`src/hdl/mfre_pkg.sv`:
```
package mfre_pkg;

    typedef enum logic [3:0] {
        CMD_POINT   = 4'd0,
        CMD_LINE    = 4'd1,
        CMD_RECT    = 4'd2,
        CMD_FILL    = 4'd3,
        CMD_CLEAR   = 4'd4,
        CMD_INVERT  = 4'd5,
        CMD_CLR_ALL = 4'd6,
        CMD_SET_ALL = 4'd7,
        CMD_RD_PIX  = 4'd8,
        CMD_RD_BYTE = 4'd9
    } cmd_t;

    // pixel write operations
    typedef enum logic [1:0] {
        PIX_CLR = 2'd0,
        PIX_SET = 2'd1,
        PIX_FLIP = 2'd2
    } pix_op_t;

    typedef enum logic [3:0] {
        ST_IDLE,
        ST_SWEEP,
        ST_LINE_LOAD,
        ST_LINE_STEP,
        ST_LINE_WR,
        ST_AREA_LOAD,
        ST_AREA_STEP,
        ST_AREA_WR,
        ST_READ,
        ST_RESULT
    } state_t;

    // controller to datapath
    typedef struct packed {
        logic       latch_req;   // capture request fields
        logic       sweep_init;  // start a whole-store pass
        logic       sweep_step;  // write one byte, advance address
        logic       line_init;   // load line ends from segment number
        logic       line_rd;     // read byte under current line pixel
        logic       line_wr;     // write it back and advance
        logic       area_init;   // load area bounds
        logic       area_rd;
        logic       area_wr;
        logic       read_rd;     // read byte for read commands
        logic       result_load; // capture result
        logic       seg_next;    // next rectangle side
    } ctl_t;

    // datapath to controller
    typedef struct packed {
        logic sweep_last;
        logic line_done;   // last pixel written
        logic area_empty;
        logic area_last;
        logic seg_last;
    } sts_t;

endpackage

```
`src/hdl/mfre_ctrl.sv`:
```
module mfre_ctrl
(
    input  logic            clk,
    input  logic            rst_n,
    input  logic            req_valid,
    input  logic [3:0]      req_cmd,
    input  logic            res_busy,
    output logic            in_stall,
    output mfre_pkg::ctl_t  ctl,
    input  mfre_pkg::sts_t  sts
);
    import mfre_pkg::*;

    state_t state_reg, state_next;
    logic   clear_reg, clear_next;   // reset clearing pass pending

    always_ff @(posedge clk or negedge rst_n)
    begin
        if (!rst_n)
        begin
            state_reg <= ST_SWEEP;
            clear_reg <= 1'b1;
        end
        else
        begin
            state_reg <= state_next;
            clear_reg <= clear_next;
        end
    end

    always_comb
    begin
        state_next = state_reg;
        clear_next = clear_reg;
        unique case (state_reg)
            ST_IDLE:
            begin
                if (req_valid && !res_busy)
                begin
                    unique case (req_cmd)
                        CMD_POINT, CMD_LINE, CMD_RECT: state_next = ST_LINE_LOAD;
                        CMD_FILL, CMD_CLEAR, CMD_INVERT: state_next = ST_AREA_LOAD;
                        CMD_CLR_ALL, CMD_SET_ALL: state_next = ST_SWEEP;
                        CMD_RD_PIX, CMD_RD_BYTE: state_next = ST_READ;
                        default: state_next = ST_IDLE;
                    endcase
                end
            end
            ST_SWEEP:
            begin
                if (sts.sweep_last)
                begin
                    state_next = ST_IDLE;
                    clear_next = 1'b0;
                end
            end
            ST_LINE_LOAD: state_next = ST_LINE_STEP;
            ST_LINE_STEP: state_next = ST_LINE_WR;
            ST_LINE_WR:
            begin
                if (!sts.line_done)
                    state_next = ST_LINE_STEP;
                else if (sts.seg_last)
                    state_next = ST_IDLE;
                else
                    state_next = ST_LINE_LOAD;
            end
            ST_AREA_LOAD: state_next = sts.area_empty ? ST_IDLE : ST_AREA_STEP;
            ST_AREA_STEP: state_next = ST_AREA_WR;
            ST_AREA_WR:   state_next = sts.area_last ? ST_IDLE : ST_AREA_STEP;
            ST_READ:      state_next = ST_RESULT;
            ST_RESULT:    state_next = ST_IDLE;
            default:      state_next = ST_IDLE;
        endcase
    end

    always_comb
    begin
        ctl = '0;
        in_stall = 1'b1;
        unique case (state_reg)
            ST_IDLE:
            begin
                in_stall = res_busy;
                ctl.latch_req = req_valid && !res_busy;
                ctl.sweep_init = req_valid && !res_busy;
            end
            ST_SWEEP:     ctl.sweep_step = 1'b1;
            ST_LINE_LOAD: ctl.line_init = 1'b1;
            ST_LINE_STEP: ctl.line_rd = 1'b1;
            ST_LINE_WR:
            begin
                ctl.line_wr = 1'b1;
                ctl.seg_next = sts.line_done;
            end
            ST_AREA_LOAD: ctl.area_init = 1'b1;
            ST_AREA_STEP: ctl.area_rd = 1'b1;
            ST_AREA_WR:   ctl.area_wr = 1'b1;
            ST_READ:      ctl.read_rd = 1'b1;
            ST_RESULT:    ctl.result_load = 1'b1;
            default: ;
        endcase
    end

    // the result state lasts a single cycle
    assert property (@(posedge clk) disable iff (!rst_n)
        state_reg == ST_RESULT |=> state_reg == ST_IDLE)
        else $error("result state held");
    // no request taken during the reset clearing pass
    assert property (@(posedge clk) disable iff (!rst_n)
        clear_reg |-> in_stall)
        else $error("request taken during clear");
    // a read always leads to a result
    assert property (@(posedge clk) disable iff (!rst_n)
        state_reg == ST_READ |=> state_reg == ST_RESULT)
        else $error("read lost");
endmodule

```
`config.mk`:
```
export PLATFORM = sky130hd
export DESIGN_NAME = mfre_ctrl
export DESIGN_NICKNAME = d
export VERILOG_FILES = /design/src/hdl/mfre_pkg.sv /design/src/hdl/mfre_ctrl.sv
export SDC_FILE = /design/constraint.sdc
export NUM_CORES = 1
export LEC_CHECK = 0
export ABC_CLOCK_PERIOD_IN_PS = 2410
export BUFFER_PORTS_ARGS = -buffer_cell sky130_fd_sc_hd__buf_2
export CORE_AREA = 2 2 39 41
export DETAILED_ROUTE_END_ITERATION = 12
export DIE_AREA = 0 0 41 43
export PLACE_DENSITY = 0.64
export SYNTH_ARGS = -nofsm -noshare
export SYNTH_HDL_FRONTEND = slang
export SYNTH_SLANG_ARGS = --single-unit
```
`constraint.sdc`:
```
create_clock -name clk -period 2.41 [get_ports clk]
set_input_delay 0.3615 -clock clk [delete_from_list [all_inputs] [get_ports clk]]
set_output_delay 0.3615 -clock clk [all_outputs]
set_load 0.02 [all_outputs]
```
; Word-level counts from Yosys, hierarchy flattened
; Memory sizes are Yosys's and may differ from the RTL's.
; Cells that the tools add are included.
[totals]
word_cells = 36
out_inout_bits = 13
n_memories = 1
reg_bits = 4
inputBits = 13
romBits = 64
[op_classes]
n_eq_ne = 11
n_mux = 19
n_reduce_logical = 4
[memory_table]
columns = memory, depth, word_bits, read_ports, rd_ports_with_merged_regs, wr, line
row1 = (name not given), 16, 4, 1, 0, 0, mfre_ctrl.sv:40  ; unique case (req_cmd)
[ops]
columns = operator, count
row1 = $pmux W4 S9, 1
row2 = $eq A4 B3 Y1 const B, 4
row3 = $mux W1, 11
row4 = $eq A4 B2 Y1 const B, 2
row5 = $eq A4 B4 Y1 const B, 2
row6 = $mux W4, 2
row7 = $mux W2, 3
row8 = $mux W3, 2
row9 = $eq A4 B1 Y1 const B, 1
row10 = $logic_not A4 Y1, 1
row11 = $ne A2 B2 Y1 const B, 2
row12 = $reduce_and A2 Y1, 1
row13 = $logic_and A1 B1 Y1, 1
row14 = $logic_not A1 Y1, 1

; Longest topological paths before layout
[logic_depth]
ltp_word = 4
mapped_depth = 6
ltp_nobuf = 4

; Worst setup path after synthesis
; OpenSTA, ideal clock, no wires.
[synth_timing]
path_type = reg-to-output
start = reg state_reg[3]
end = out ctl[11] (netlist bit)
path_buffers = 3
slack_ns = 0.368
t_required_ns = 2.049
arrival_ns = 1.680
path_stages_with_launch = 6
path_cell_list = dfrtp_1 > buf_6 > or4_1 > buf_2 > nor2_1 > buf_4
[synth_rtl]
columns = element, line
row1 = from (decl), mfre_ctrl.sv:14  ; state_t state_reg, state_next;
row2 = from (signal assigned), mfre_ctrl.sv:26  ; state_reg <= state_next;
row3 = to (decl), mfre_ctrl.sv:9  ; output mfre_pkg::ctl_t ctl,

; Worst setup path after layout
[layout_timing]
start = reg state_reg[2]
end = out in_stall
[layout_via]
elab_chain_len = 2
[layout_rtl]
columns = element, line
row1 = $logic_not A4 Y1, mfre_ctrl.sv:81  ; unique case (state_reg)
row2 = $mux W1, mfre_ctrl.sv:81
row3 = to (decl), mfre_ctrl.sv:8  ; output logic in_stall,
; No other way between the ends.

==> impl_metrics.env <==
export IMPL_run_status="completed"
export IMPL_ctsRootBufferMaster="sky130_fd_sc_hd__clkbuf_4"
export IMPL_power_frac_seq=0.278
export IMPL_postSynthRegisterBits=4
export IMPL_io_pin_count=26
export IMPL_tns_ns=0
export IMPL_post_cts_gate_resize_count=0
export IMPL_r2r_end="state_reg[2]"
export IMPL_max_slew_margin_rel=0.635
export IMPL_rr_worst_depth=3
export IMPL_rsz0062_at_grt="false"
export IMPL_drc=0
export IMPL_grt_use_total=0.141
export IMPL_die_width_um=41
export IMPL_cp_end_kind="output pin"
export IMPL_path_max_fanout=13
export IMPL_net_switching_power_mw=0.269
export IMPL_final_max_slew_viol_count=0
export IMPL_max_vdd_ir_drop_uv=362
export IMPL_drive_gt1_frac=0.361
export IMPL_postSynthAreaPerCell_um2=7.00
export IMPL_final_wtd_congestion=0.665
export IMPL_clock_power_share=0.167
export IMPL_area_growth_synth_to_final_pct=35.5
export IMPL_holdPathEnd="state_reg[0]"
export IMPL_static_leakage_power_nw=0.275
export IMPL_clkLatencyLatePin_ns=0.24
export IMPL_fp_dieArea_mm2=0.00176
export IMPL_crit_reg2reg_launch="state_reg[2]"
export IMPL_internal_power_mw=0.276
export IMPL_numClockSinks=4
export IMPL_multi_input_comb_area_um2=273
export IMPL_multiplexer_share_of_the_synthesized_area=0
export IMPL_timing_final_crit_share=0.891
export IMPL_drt_wl_total_um=1100
export IMPL_netlist_area_um2=413
export IMPL_synth_simple_area_share=0.397
export IMPL_netSwitchingFraction=0.493
export IMPL_first_iter_violations=10
export IMPL_drt_pass1_iter_count=4
export IMPL_share_of_the_core_filled_with_cells_in_the_final_layout=0.404
export IMPL_fill_cells=159
export IMPL_final_setup_viol_count=0
export IMPL_post_synth_fa_ha_maj_area_fraction=0
export IMPL_dpl_hpwl_um=847
export IMPL_routed_wire_length_per_instance_um=11.1
export IMPL_viasPerCell=4.94
export IMPL_path_class="flop to output pin"
export IMPL_post_synth_xor_area_fraction=0
export IMPL_start_util=0.298
export IMPL_cts_htree_levels=1
export IMPL_tritoncts_clock_tree="yes"
export IMPL_layout_min_cycle_time_ns=2.15
export IMPL_worst_clock_skew_ns=0.00672
export IMPL_area_sequential_um2=101
export IMPL_critical_hold_path_startpoint="sts[4]"
export IMPL_numCtsBuffers=3
export IMPL_fin_worst_hold_slack_ns=0.351
export IMPL_async_sr_flop_fraction=1.00
export IMPL_clkSlewWorstSetupHoldPaths_ns=0.04
export IMPL_clk_path_buf_depth=2
export IMPL_grt_pass1_wl_um=1710
export IMPL_core_rowCount=14
export IMPL_synth_enable_flop_cells=0
export IMPL_startpoint_type="flop"
export IMPL_fmax_mhz=466
export IMPL_first_global_vias=432
export IMPL_cp_data_arrival_time_ns=1.79
export IMPL_antenna_cells_inserted=0
export IMPL_synth_warnings=0
export IMPL_synth_compound_gate_area_share=0.264
export IMPL_synth_lib_cells_used_distinct=28
export IMPL_report_final_hold_viol_count=0
export IMPL_die_height_um=43
export IMPL_syn_nets=72
export IMPL_worst_pin_slew_ns=0.543
export IMPL_dominant_combinational_cell_family_by_area_after_synthesis="simple AND/OR/NAND/NOR gates"
export IMPL_finish_net_count=97
export IMPL_cp_required_ns=2.05
export IMPL_yosysSeqAreaShare=0.245
export IMPL_timing_hold_worst_path_depth=3
export IMPL_antenna_violations_before_repair=0
export IMPL_largest_register_ff_count=4
export IMPL_power_combinational_fraction=0.554
export IMPL_postSynth_topFlopCell="sky130_fd_sc_hd__dfrtp_1"
export IMPL_dr_total_vias=489
export IMPL_largest_net_degree_at_the_start_of_global_routing=14
export IMPL_cellPowerDensity_mw_per_mm2=974
export IMPL_worst_hold_path_type="input pin to flop"
export IMPL_cell_count_after_synthesis=59
export IMPL_core_mm2=0.00138
export IMPL_route_antenna_remaining_nets=0
export IMPL_globalRouteOverflowTotal=0
export IMPL_drv_max_cap_violation_count=0
export IMPL_placement_io_buffers=25
export IMPL_r2r_slack_ns=0.65
## metal layers
layer / GRT usage / part of all wire / up-vias
li1: - / - / 253
met2: 0.209 / 0.52 / 10
met4: 0.120 / 0 / 0
met3: 0 / 0.034 / 0
met5: 0 / 0 / -
met1: 0.179 / 0.44 / 226
## layout by cell type (no fill, tap or decap)
master and instances:
sky130_fd_sc_hd__and2_1 1, sky130_fd_sc_hd__or2_1 1, sky130_fd_sc_hd__clkbuf_1 1, sky130_fd_sc_hd__dlygate4sd3_1 1, sky130_fd_sc_hd__a21boi_1 1, sky130_fd_sc_hd__a2111o_1 1, sky130_fd_sc_hd__nor4b_1 1, sky130_fd_sc_hd__nand2b_1 6
sky130_fd_sc_hd__nor3_1 5, sky130_fd_sc_hd__a21oi_1 3, sky130_fd_sc_hd__a21oi_2 1, sky130_fd_sc_hd__o21bai_1 1, sky130_fd_sc_hd__dfrtp_1 3, sky130_fd_sc_hd__inv_1 1, sky130_fd_sc_hd__a21o_1 1, sky130_fd_sc_hd__buf_2 25
sky130_fd_sc_hd__nor3b_1 1, sky130_fd_sc_hd__nand2_1 4, sky130_fd_sc_hd__nor2b_1 2, sky130_fd_sc_hd__o31ai_1 2, sky130_fd_sc_hd__clkbuf_4 3, sky130_fd_sc_hd__nor2_1 10, sky130_fd_sc_hd__or4_1 1, sky130_fd_sc_hd__o32a_1 1
sky130_fd_sc_hd__o21ai_1 1, sky130_fd_sc_hd__dfstp_2 1, sky130_fd_sc_hd__o21ai_0 3, sky130_fd_sc_hd__a31oi_1 1
## cell usage after synthesis (2+ instances only)
master,number,share of area
sky130_fd_sc_hd__nand2b_1,6,0.091
sky130_fd_sc_hd__nor3_1,5,0.061
sky130_fd_sc_hd__o31ai_1,2,0.036
sky130_fd_sc_hd__clkbuf_1,3,0.027
sky130_fd_sc_hd__a21oi_1,3,0.036
sky130_fd_sc_hd__o21ai_0,3,0.036
sky130_fd_sc_hd__nor2b_1,2,0.030
sky130_fd_sc_hd__nor2_1,10,0.091
sky130_fd_sc_hd__nand2_1,4,0.036
sky130_fd_sc_hd__dfrtp_1,3,0.18
## worst max-delay path by stage
| stage | from | end | slack (ns) | cells past startpoint |
|---|---|---|---|---|
| 6_report | state_reg[2] | in_stall | 0.26 | 3 |
| 3_3_place_gp | state_reg[2] | in_stall | 0.55 | 3 |
| 4_1_cts | state_reg[2] | in_stall | 0.25 | 3 |
| 2_1_floorplan | state_reg[3] | ctl[11] | 0.37 | 5 |
| 5_1_grt | state_reg[2] | in_stall | 0.18 | 3 |
| 3_5_place_dp | state_reg[2] | in_stall | 0.52 | 3 |
## cell type report
type,count,area share
Inverter,1,0.00671
Multi-Input combinational cell,48,0.488
Timing Repair Buffer,26,0.242
Tap cell,16,0.0358
Sequential cell,4,0.181
Clock buffer,4,0.0470
## power by group through the flow
stage                     combinational [mW]  sequential (mW)  clock (mW)
final                                  0.302            0.152      0.0912
after CTS                              0.304            0.149      0.0958
after floorplan                        0.283            0.102           0
after global placement                 0.299            0.149           0
after detailed placement               0.300            0.150           0
after global routing                   0.333            0.156      0.0997
## cell families after synthesis
group,Yosys count
flops,4
compound gates,16
buf+inv,7
simple gates,32
## worst max-delay path: stages (launching register included)
cell and delay [ns]:
sky130_fd_sc_hd__dfrtp_1 0.49, sky130_fd_sc_hd__or4_1 0.66, sky130_fd_sc_hd__or2_1 0.25, sky130_fd_sc_hd__buf_2 0.16
## stage by stage
step | cells | power, mW | worst slack [ns] | cell area [µm²]
floorplan | 59 | 0.385 | 0.368 | 413
global route | 99 | 0.589 | 0.181 | 559
finish | 99 | 0.545 | 0.262 | 559
detailed placement | 94 | 0.450 | 0.521 | 523
global placement | 94 | 0.448 | 0.549 | 523
CTS | 99 | 0.548 | 0.251 | 559
## repair_timing
| action | in CTS | in global routing |
|---|---|---|
| setup buffers | 0 | 0 |
| hold endpoints to repair | 3 | 0 |
| hold buffers | 1 | 0 |
(Power assumes the default switching activity.)
